<file path="src/hdl/pcicfg_pkg.sv">
package pcicfg_pkg;

  // Configuration space geometry: four byte banks, one byte lane each
  localparam int unsigned CONFIG_BYTES = 256;
  localparam int unsigned OFF_W        = $clog2(CONFIG_BYTES);
  localparam int unsigned BANKS        = 4;
  localparam int unsigned BANK_W       = $clog2(BANKS);
  localparam int unsigned ROWS         = CONFIG_BYTES / BANKS;
  localparam int unsigned ROW_W        = OFF_W - BANK_W;
  localparam int unsigned CNT_W        = BANK_W + 1;
  localparam int unsigned BAR_BYTES    = 8;

  // Port operations
  typedef enum logic [1:0] {
    OP_ADDR_WR = 2'd0,
    OP_ADDR_RD = 2'd1,
    OP_DATA_WR = 2'd2,
    OP_DATA_RD = 2'd3
  } op_e;

  // Access widths
  typedef enum logic [1:0] {
    SZ_BYTE  = 2'd0,
    SZ_WORD  = 2'd1,
    SZ_DWORD = 2'd2,
    SZ_BAD   = 2'd3
  } size_e;

  // Configuration register indexes
  typedef enum logic [1:0] {
    CFG_DEVICES = 2'd0,
    CFG_VENDOR  = 2'd1,
    CFG_DEVICE  = 2'd2,
    CFG_LFB     = 2'd3
  } cfg_reg_e;

  // Address decode
  localparam logic [31:0] TARGET_MASK  = 32'h80ff_0000;
  localparam logic [31:0] TARGET_MATCH = 32'h8000_0000;
  localparam logic [31:0] ALL_ONES     = 32'hffff_ffff;

  // Register reset values
  localparam logic [15:0] VENDOR_RST = 16'h5333;
  localparam logic [15:0] DEVICE_RST = 16'h8811;
  localparam logic [31:0] LFB_RST    = 32'hc000_0000;

  // Base address handling
  localparam logic [31:0]      BAR_MASK  = 32'hffff_fff0;
  localparam logic [31:0]      BAR1_STEP = 32'h0100_0000;
  localparam logic [7:0]       BAR0_KEEP = 8'h0f;
  localparam logic [OFF_W-1:0] BAR_FIRST = 8'h10;
  localparam logic [OFF_W-1:0] BAR_LAST  = 8'h17;

  // Header type byte
  localparam logic [OFF_W-1:0] HDR_TYPE_OFF  = 8'h0e;
  localparam logic [7:0]       HDR_TYPE_MASK = 8'h7f;
  localparam logic [OFF_W-1:0] IDENT_LAST    = 8'h03;

  // Controller to datapath commands
  typedef struct packed {
    logic start;   // word accepted: latch it, issue bank reads or writes
    logic finish;  // load the result register
  } ctl_cmd_t;

  // Power-on contents outside the identifiers and base address bytes
  function automatic logic [7:0] init_byte(logic [OFF_W-1:0] off);
    logic [7:0] b;
    case (off)
      8'h04:   b = 8'h23;
      8'h06:   b = 8'h80;
      8'h07:   b = 8'h02;
      8'h0b:   b = 8'h03;
      default: b = 8'h00;
    endcase
    return b;
  endfunction

  function automatic logic is_bar(logic [OFF_W-1:0] off);
    return (off >= BAR_FIRST) && (off <= BAR_LAST);
  endfunction

  // Writable bytes; the header type byte itself is never writable
  function automatic logic is_writable(logic [OFF_W-1:0] off);
    logic hdr0;
    logic ro;
    hdr0 = (init_byte(HDR_TYPE_OFF) & HDR_TYPE_MASK) == 8'h00;
    ro = (off inside {[8'h00:8'h03], [8'h06:8'h0b], 8'h0e, [8'h18:8'h27], [8'h30:8'h33]})
         || (hdr0 && (off inside {[8'h28:8'h2f]}));
    return !ro;
  endfunction

  function automatic logic [CNT_W-1:0] byte_count(size_e sz);
    logic [CNT_W-1:0] n;
    case (sz)
      SZ_BYTE:  n = CNT_W'(1);
      SZ_WORD:  n = CNT_W'(2);
      SZ_DWORD: n = CNT_W'(4);
      default:  n = '0;
    endcase
    return n;
  endfunction

  // Both base address registers from the frame buffer base, {bar1, bar0}
  function automatic logic [63:0] lfb_bars(logic [31:0] lfb);
    logic [31:0] bar0;
    logic [31:0] bar1;
    bar0 = lfb & BAR_MASK;
    bar1 = (lfb + BAR1_STEP) & BAR_MASK;
    return {bar1, bar0};
  endfunction

endpackage

</file>
<file path="src/hdl/pcicfg_ram.sv">
module pcicfg_ram #(
  parameter int unsigned WIDTH = 8,
  parameter int unsigned DEPTH = 64
) (
  input  logic                     clk_i,
  input  logic                     we_i,
  input  logic [$clog2(DEPTH)-1:0] waddr_i,
  input  logic [WIDTH-1:0]         wdata_i,
  input  logic                     re_i,
  input  logic [$clog2(DEPTH)-1:0] raddr_i,
  output logic [WIDTH-1:0]         rdata_o
);

  logic [WIDTH-1:0] mem_q [DEPTH];
  logic [WIDTH-1:0] rdata_q;

  // One write port, one registered read port
  always_ff @(posedge clk_i) begin
    if (we_i) begin
      mem_q[waddr_i] <= wdata_i;
    end
    if (re_i) begin
      rdata_q <= mem_q[raddr_i];
    end
  end

  assign rdata_o = rdata_q;

endmodule

</file>
<file path="src/hdl/pcicfg_ctrl.sv">
module pcicfg_ctrl (
  input  logic                clk_i,
  input  logic                rst_ni,
  input  logic                in_valid_i,
  output logic                in_stall_o,
  output logic                out_valid_o,
  input  logic                out_stall_i,
  output pcicfg_pkg::ctl_cmd_t cmd_o
);
  import pcicfg_pkg::*;

  typedef enum logic [1:0] {
    S_IDLE = 2'b01,
    S_RUN  = 2'b10
  } state_e;

  state_e state_q, state_d;
  logic   out_valid_q, out_valid_d;
  logic   start, finish;

  assign start  = in_valid_i && (state_q == S_IDLE);
  assign finish = (state_q == S_RUN) && (!out_valid_q || !out_stall_i);

  // Sequencer: accept, then form the result once the output register is free
  always_comb begin
    state_d = state_q;
    case (state_q)
      S_IDLE: begin
        if (start) state_d = S_RUN;
      end
      S_RUN: begin
        if (finish) state_d = S_IDLE;
      end
      default: state_d = S_IDLE;
    endcase
  end

  // Output word held until taken
  always_comb begin
    out_valid_d = out_valid_q;
    if (finish) begin
      out_valid_d = 1'b1;
    end else if (out_valid_q && !out_stall_i) begin
      out_valid_d = 1'b0;
    end
  end

  always_ff @(posedge clk_i or negedge rst_ni) begin
    if (!rst_ni) begin
      state_q     <= S_IDLE;
      out_valid_q <= 1'b0;
    end else begin
      state_q     <= state_d;
      out_valid_q <= out_valid_d;
    end
  end

  assign in_stall_o   = (state_q != S_IDLE);
  assign out_valid_o  = out_valid_q;
  assign cmd_o.start  = start;
  assign cmd_o.finish = finish;

endmodule

</file>
<file path="src/hdl/pcicfg_datapath.sv">
module pcicfg_datapath (
  input  logic                 clk_i,
  input  logic                 rst_ni,
  input  pcicfg_pkg::ctl_cmd_t cmd_i,
  input  logic [1:0]           operation_i,
  input  logic [1:0]           byte_lane_i,
  input  logic [1:0]           access_size_i,
  input  logic [31:0]          write_value_i,
  input  logic                 cfg_valid_i,
  input  logic [1:0]           cfg_index_i,
  input  logic [31:0]          cfg_data_i,
  output logic [31:0]          read_data_o
);
  import pcicfg_pkg::*;

  // Configuration and address registers
  logic        devices_q;
  logic [15:0] vendor_q, device_q;
  logic [31:0] addr_q;
  logic [63:0] bar_q, bar_d;
  logic [CONFIG_BYTES-1:0] valid_q, valid_d;

  // Word latched at accept
  op_e              op_q;
  logic [OFF_W-1:0] reg_q;
  logic [CNT_W-1:0] count_q;
  logic             ok_q;
  logic [31:0]      out_q;

  // Accept-time decode
  op_e              op_a;
  logic [OFF_W-1:0] reg_a;
  logic [CNT_W-1:0] count_a;
  logic             ok_a;
  logic             wr_go, rd_go;

  logic [BANK_W-1:0] idx_a [BANKS];
  logic [OFF_W-1:0]  off_a [BANKS];
  logic [BANKS-1:0]  acc_a;
  logic [BANKS-1:0]  ram_we;
  logic [7:0]        wbyte [BANKS];
  logic [7:0]        rdata [BANKS];
  logic [BANK_W-1:0] idx_r [BANKS];
  logic [OFF_W-1:0]  off_r [BANKS];
  logic [7:0]        raw   [BANKS];
  logic [7:0]        view  [BANKS];
  logic [31:0]       ident;
  logic [31:0]       data_rd;
  logic [31:0]       result;

  assign op_a    = op_e'(operation_i);
  assign reg_a   = {addr_q[OFF_W-1:BANK_W], byte_lane_i};
  assign count_a = byte_count(size_e'(access_size_i));
  assign ok_a    = ((addr_q & TARGET_MASK) == TARGET_MATCH)
                   && (addr_q[15:11] < 5'(devices_q))
                   && (addr_q[10:8] == 3'd0);
  assign wr_go   = cmd_i.start && (op_a == OP_DATA_WR) && ok_a;
  assign rd_go   = cmd_i.start && (op_a == OP_DATA_RD);
  assign ident   = {device_q, vendor_q};

  // Byte banks: each access touches a bank at most once
  for (genvar b = 0; b < BANKS; b++) begin : g_bank
    assign idx_a[b]  = BANK_W'(b) - reg_a[BANK_W-1:0];
    assign off_a[b]  = reg_a + OFF_W'(idx_a[b]);
    assign acc_a[b]  = CNT_W'(idx_a[b]) < count_a;
    assign wbyte[b]  = write_value_i[{idx_a[b], 3'b000} +: 8];
    assign ram_we[b] = wr_go && acc_a[b] && is_writable(off_a[b]) && !is_bar(off_a[b]);
    assign idx_r[b]  = BANK_W'(b) - reg_q[BANK_W-1:0];
    assign off_r[b]  = reg_q + OFF_W'(idx_r[b]);

    pcicfg_ram #(
      .WIDTH(8),
      .DEPTH(ROWS)
    ) u_ram (
      .clk_i   (clk_i),
      .we_i    (ram_we[b]),
      .waddr_i (off_a[b][OFF_W-1:BANK_W]),
      .wdata_i (wbyte[b]),
      .re_i    (rd_go),
      .raddr_i (off_a[b][OFF_W-1:BANK_W]),
      .rdata_o (rdata[b])
    );
  end

  // Base address bytes: reload on lfb_base, masking rules on data writes
  always_comb begin
    bar_d = bar_q;
    if (cfg_valid_i && (cfg_index_i == CFG_LFB)) begin
      bar_d = lfb_bars(cfg_data_i);
    end else begin
      for (int k = 0; k < BAR_BYTES; k++) begin
        if (wr_go && acc_a[BANK_W'(k)]
            && (off_a[BANK_W'(k)] == BAR_FIRST + OFF_W'(k))) begin
          case (k)
            0, 4:    bar_d[8*k +: 8] = bar_q[7:0] & BAR0_KEEP;
            1, 2, 5: bar_d[8*k +: 8] = 8'h00;
            default: bar_d[8*k +: 8] = wbyte[BANK_W'(k)];
          endcase
        end
      end
    end
  end

  // Written-entry marks; unmarked entries read their power-on value
  always_comb begin
    valid_d = valid_q;
    for (int b = 0; b < BANKS; b++) begin
      if (ram_we[b]) valid_d[off_a[b]] = 1'b1;
    end
  end

  // Per-bank read view
  always_comb begin
    for (int b = 0; b < BANKS; b++) begin
      raw[b] = valid_q[off_r[b]] ? rdata[b] : init_byte(off_r[b]);
      if (off_r[b] <= IDENT_LAST) begin
        view[b] = ident[{off_r[b][1:0], 3'b000} +: 8];
      end else if (is_bar(off_r[b])) begin
        view[b] = bar_q[{off_r[b][2:0], 3'b000} +: 8];
      end else if (off_r[b] == HDR_TYPE_OFF) begin
        view[b] = raw[b] & HDR_TYPE_MASK;
      end else begin
        view[b] = raw[b];
      end
    end
  end

  // Assemble the read word, lowest offset in the low byte
  always_comb begin
    logic [BANK_W-1:0] sel;
    sel     = '0;
    data_rd = '0;
    for (int i = 0; i < BANKS; i++) begin
      sel = reg_q[BANK_W-1:0] + BANK_W'(i);
      data_rd[8*i +: 8] = (CNT_W'(i) < count_q) ? view[sel] : 8'h00;
    end
  end

  always_comb begin
    case (op_q)
      OP_ADDR_RD: result = addr_q;
      OP_DATA_RD: result = (ok_q && (count_q != '0)) ? data_rd : ALL_ONES;
      default:    result = '0;
    endcase
  end

  // Control and configuration state
  always_ff @(posedge clk_i or negedge rst_ni) begin
    if (!rst_ni) begin
      devices_q <= 1'b1;
      vendor_q  <= VENDOR_RST;
      device_q  <= DEVICE_RST;
      addr_q    <= '0;
      bar_q     <= lfb_bars(LFB_RST);
      valid_q   <= '0;
    end else begin
      bar_q   <= bar_d;
      valid_q <= valid_d;
      if (cfg_valid_i) begin
        case (cfg_reg_e'(cfg_index_i))
          CFG_DEVICES: devices_q <= cfg_data_i[0];
          CFG_VENDOR:  vendor_q  <= cfg_data_i[15:0];
          CFG_DEVICE:  device_q  <= cfg_data_i[15:0];
          default:     ;
        endcase
      end
      if (cmd_i.start && (op_a == OP_ADDR_WR)) begin
        addr_q <= write_value_i;
      end
    end
  end

  // Word latch and result register
  always_ff @(posedge clk_i) begin
    if (cmd_i.start) begin
      op_q    <= op_a;
      reg_q   <= reg_a;
      count_q <= count_a;
      ok_q    <= ok_a;
    end
    if (cmd_i.finish) begin
      out_q <= result;
    end
  end

  assign read_data_o = out_q;

endmodule

</file>
<file path="src/hdl/pci_config_space_access.sv">
// PCI configuration mechanism 1 bridge with one display device at bus 0, slot 0,
// function 0. Each input word is one port access (address write/read, data
// write/read of 1, 2 or 4 bytes at lane 0-3) and gives exactly one output word.
// An access is accepted in S_IDLE: that cycle decodes the target and issues
// reads or writes to four byte-wide 64-entry RAM banks (one per byte lane); in
// S_RUN the result is built from the registered bank data once the output
// register is free. A new word is accepted only back in S_IDLE; the result
// register lets the next word in while the last result still waits. Per-byte written
// flags cleared by reset give the power-on contents at once, so no clearing
// pass follows reset. Configuration writes are always ready.
module pci_config_space_access (
  input  logic        clk_i,
  input  logic        rst_ni,
  input  logic        in_valid_i,
  output logic        in_stall_o,
  input  logic [1:0]  operation_i,
  input  logic [1:0]  byte_lane_i,
  input  logic [1:0]  access_size_i,
  input  logic [31:0] write_value_i,
  output logic        out_valid_o,
  input  logic        out_stall_i,
  output logic [31:0] read_data_o,
  input  logic        cfg_valid_i,
  output logic        cfg_ready_o,
  input  logic [1:0]  cfg_index_i,
  input  logic [31:0] cfg_data_i
);
  import pcicfg_pkg::*;

  ctl_cmd_t cmd;

  assign cfg_ready_o = 1'b1;

  pcicfg_ctrl u_ctrl (
    .clk_i       (clk_i),
    .rst_ni      (rst_ni),
    .in_valid_i  (in_valid_i),
    .in_stall_o  (in_stall_o),
    .out_valid_o (out_valid_o),
    .out_stall_i (out_stall_i),
    .cmd_o       (cmd)
  );

  pcicfg_datapath u_datapath (
    .clk_i         (clk_i),
    .rst_ni        (rst_ni),
    .cmd_i         (cmd),
    .operation_i   (operation_i),
    .byte_lane_i   (byte_lane_i),
    .access_size_i (access_size_i),
    .write_value_i (write_value_i),
    .cfg_valid_i   (cfg_valid_i),
    .cfg_index_i   (cfg_index_i),
    .cfg_data_i    (cfg_data_i),
    .read_data_o   (read_data_o)
  );

endmodule

</file>
<file path="config.mk">
export PLATFORM = sky130hd
export DESIGN_NAME = pci_config_space_access
export DESIGN_NICKNAME = d
export VERILOG_FILES = /design/src/hdl/pcicfg_pkg.sv /design/src/hdl/pcicfg_ram.sv /design/src/hdl/pcicfg_ctrl.sv /design/src/hdl/pcicfg_datapath.sv /design/src/hdl/pci_config_space_access.sv
export SDC_FILE = /design/constraint.sdc
export NUM_CORES = 2
export LEC_CHECK = 0
export ABC_AREA = 1
export BUFFER_PORTS_ARGS = -buffer_cell sky130_fd_sc_hd__buf_4
export CORE_MARGIN = 2
export CORE_UTILIZATION = 40
export CTS_BUF_LIST = sky130_fd_sc_hd__clkbuf_8
export DETAILED_ROUTE_END_ITERATION = 16
export RECOVER_POWER = 50
export SLEW_MARGIN = 20
export SYNTH_ARGS = -nofsm -noshare
export SYNTH_HDL_FRONTEND = slang
export SYNTH_SLANG_ARGS = --single-unit
</file>
<file path="constraint.sdc">
create_clock -name clk_i -period 4.7 [get_ports clk_i]
set_input_delay 0.705 -clock clk_i [delete_from_list [all_inputs] [get_ports clk_i]]
set_output_delay 0.705 -clock clk_i [all_outputs]
set_load 0.05 [all_outputs]
</file>
==> out/metrics.yaml <==
min_path_cells: 3
vias: 68934
coreArea_um2: 250700
outcome: "finished with violations"
final_area_um2: 117200
worstPathCellList: "inv_1, nor2_1, nand2_1, clkbuf_1, nor2_1, buf_4"
final_antenna_net_count: 0
start_util_pct: 40.10
die_x_um: 505.3
crit_fanout: 20
reg2reg_to: "u_datapath.g_bank[1].u_ram.rdata_o[3]"
vias_per_cell: 5.561
rsz0062_at_grt: "false"
violations: "capacitance limit, slew limit"
dp.cells: 11574
crit_family: "simple AND/OR/NAND/NOR gates"
synthCells: 7777
fin_worst_skew_ns: 0.09212
synth-seq-area-share_pct: 72.82
hold_class: "in -> reg"
dieHeight_um: 505.3
p_int_mw: 38.31
tns_ns: 0
grt_pass1_wl_um: 445200
avgSynthCellArea_um2: 12.93
ys_types: 72
synth.most_common_cell: "edfxtp_1"
drv_slew: 1930
seq_area_um2: 73200
swShare_pct: 32.15
ios: 112
route.met3.wl_um: 21570
grt_overflow: 0
slowest_delay_ns: 2.60
clock-sinks: 2499
grt_max_degree: 131
ir_worst_vdd_v: 0.0002942
ys_top_cells_by_count: "edfxtp_1, nand2_1, a22oi_1"
worstPathRequired_ns: 5.44
comb_power_share_pct: 23.1
instances_no_fill: 12395
critical_path_cell_count: 6
synth_top_area_share_pct: 63.51
ys_warn_count: 0
synth_area_um2: 100500
worst-path-buf-inv: 3
finalHoldViolations: 0
track_usage_pct: 23.11
io_buffers: 110
rows: 184
hp-start: "cfg_data_i[7]"
grt_pass1_vias: 68174
hold_end: "u_datapath.device_q[7]"
place.detailed.hpwl_um: 195200
fmax_ghz: 0.2191
ys_async_sr_fraction_pct: 14.93
drt_wl_total_um: 303400
multi_input_area_um2: 25500
rr_worst_depth: 6
firstDrtPassIters: 6
gp_congestion: 0.9382
clk_pin_slew_ns: 0.06
layout_min_cycle_time_ns: 4.565
worstSetupPathType: "reg -> reg"
worstSetupStartpointType: "flip-flop"
cts.path.max_buffers: 4
whs_ns: 0.08504
topRoutingLayerUsed: "met5"
synth_edf_count: 2126
power_density_nw_per_um2: 481.7
drc_errors: 0
power.clock.fraction_pct: 31.5
clk_latency_ns: 1.11
ys_ff_latch: 2499
placed_area_um2: 109500
power.switching_mw: 18.15
sequentialPowerShare_pct: 45.4
cts_resized: 0
period_share_pct: 97.13
worst_path_max_delay_cell: "nor2_1"
maxCapViolCount: 39
ys.flop_type: "edfxtp_1"
crit_path_frequent_cell: "nor2_1"
htree_levels: 5
worstMarginPinSlew_ns: 3.546
synth_top_cell_by_area: "edfxtp_1"
drt_iter0_drc: 7783
cp.arrival_ns: 5.31
num-nets-final: 8811
antenna_found_initial: 17
cts_tree: "done"
power.leakage_nw: 42.78
r2r_start: "u_ctrl.state_q[0]"
n_fill_cell: 22507
wl_met1_um: 121300
r2r_setup_slack_ns: 0.13
maxSlewHeadroom_pct: -137.3
wl_met2_um: 145900
wl_per_cell_um: 24.48
worst_setup_path_end_kind: "flip-flop"
setup_violations: 0
root_buffer: "clkbuf_8"
dieArea_um2: 255300
synth_area_leaders: "edfxtp_1, dfrtp_1, a22oi_1, nand2_1, a21oi_1"
area_growth_pct: 16.61
cts_buffers: 422
drive_above_1_share_pct: 13.33
## cell families after synthesis
logic type | after synthesis | synth area share [%]
compound gates | 2152 | 13.83
xor+xnor | 21 | 0.2315
fa+ha+maj | 15 | 0.1867
buf+inv | 867 | 3.405
other cells | 2 | 0.007471
flops | 2499 | 72.82
simple gates | 2218 | 9.489
mux | 3 | 0.02987
## how the worst max path moves through the flow
stage,slack (ns),endpoint,startpoint
final,0.13,u_datapath.g_bank[1].u_ram.rdata_o[3],u_ctrl.state_q[0]
after detailed placement,0.10,u_datapath.g_bank[0].u_ram.rdata_o[4],byte_lane_i[1]
after global placement,0.04,u_datapath.g_bank[0].u_ram.rdata_o[4],byte_lane_i[1]
after CTS,0.34,u_datapath.g_bank[0].u_ram.rdata_o[4],u_datapath.addr_q[2]
after global routing,0.11,u_datapath.g_bank[1].u_ram.rdata_o[1],u_ctrl.state_q[0]
after floorplan,-0.40,u_datapath.g_bank[2].u_ram.mem_q[0][6],byte_lane_i[1]
## through the flow
step	utilization, %	total power [mW]	worst slack (ns)
finish	46.76	56.46	0.1349
global route	46.76	58.71	0.1055
CTS	46.99	56.73	0.3449
detailed placement	43.69	38.94	0.1010
global placement	43.68	38.83	0.04135
floorplan	-	33.18	-0.4007
## cell type report
type,count,share of cell area (%)
antenna,4,0.008539
clock buffer,442,5.189
clock inverter,306,1.293
inverter,369,1.194
multi-input combinational,4770,21.75
sequential,2499,62.44
tap,3348,3.573
timing repair buffer,657,4.544
## cell usage in the layout (no fill, tap or decap), types with 28 or more instances in the layout
master	count
a21oi_1	586
a22oi_1	1006
buf_12	38
buf_4	476
clkbuf_1	53
clkbuf_8	442
clkinv_1	100
clkinv_2	30
conb_1	361
dfrtp_1	354
dlygate4sd3_1	67
edfxtp_1	2126
inv_1	488
inv_2	28
nand2_1	1156
nand3_1	435
nor2_1	360
nor3_1	29
nor4_1	86
o211ai_1	30
o21ai_0	292
o21ai_1	45
o221ai_1	33
o22ai_1	37
or2_1	28
or2_2	42
## layer usage
metal,vias up,global-route usage [%]
met5,-,0
met4,6,10.04
met3,684,3.811
met2,2964,37.90
met1,34550,30.33
li1,30730,-
## registers in the layout, indices dropped and copies added (netlist names)
signal                           cells
u_ctrl.out_valid_o                   1
u_ctrl.state_q                       2
u_datapath.valid_q                 256
u_datapath.count_q                   3
u_datapath.devices_q                 1
u_datapath.g_bank.u_ram.mem_q     2048
u_datapath.vendor_q                 16
u_datapath.read_data_o              32
u_datapath.op_q                      2
u_datapath.device_q                 16
u_datapath.reg_q                     8
u_datapath.ok_q                      1
u_datapath.g_bank.u_ram.rdata_o     32
u_datapath.addr_q                   32
u_datapath.bar_q                    49
## worst min-delay path: stages
cell and delay (ns):
buf_4 0.13, inv_1 0.11, o21ai_0 0.16
## timing repair
item	4_1_cts	5_1_grt
hold buffers	67	0
endpoints found under the hold margin	177	0
buffers inserted	0	0
## power by group through the flow
stage	Clock, mW	Combinational [mW]	Sequential [mW]
final	17.8	13.0	25.6
after global placement	0	12.9	26.0
after global routing	19.1	13.9	25.7
after CTS	18.1	13.0	25.6
after detailed placement	0	12.9	26.0
after floorplan	0	7.18	26.0
No activity file was read; power rests on OpenSTA's default activity.
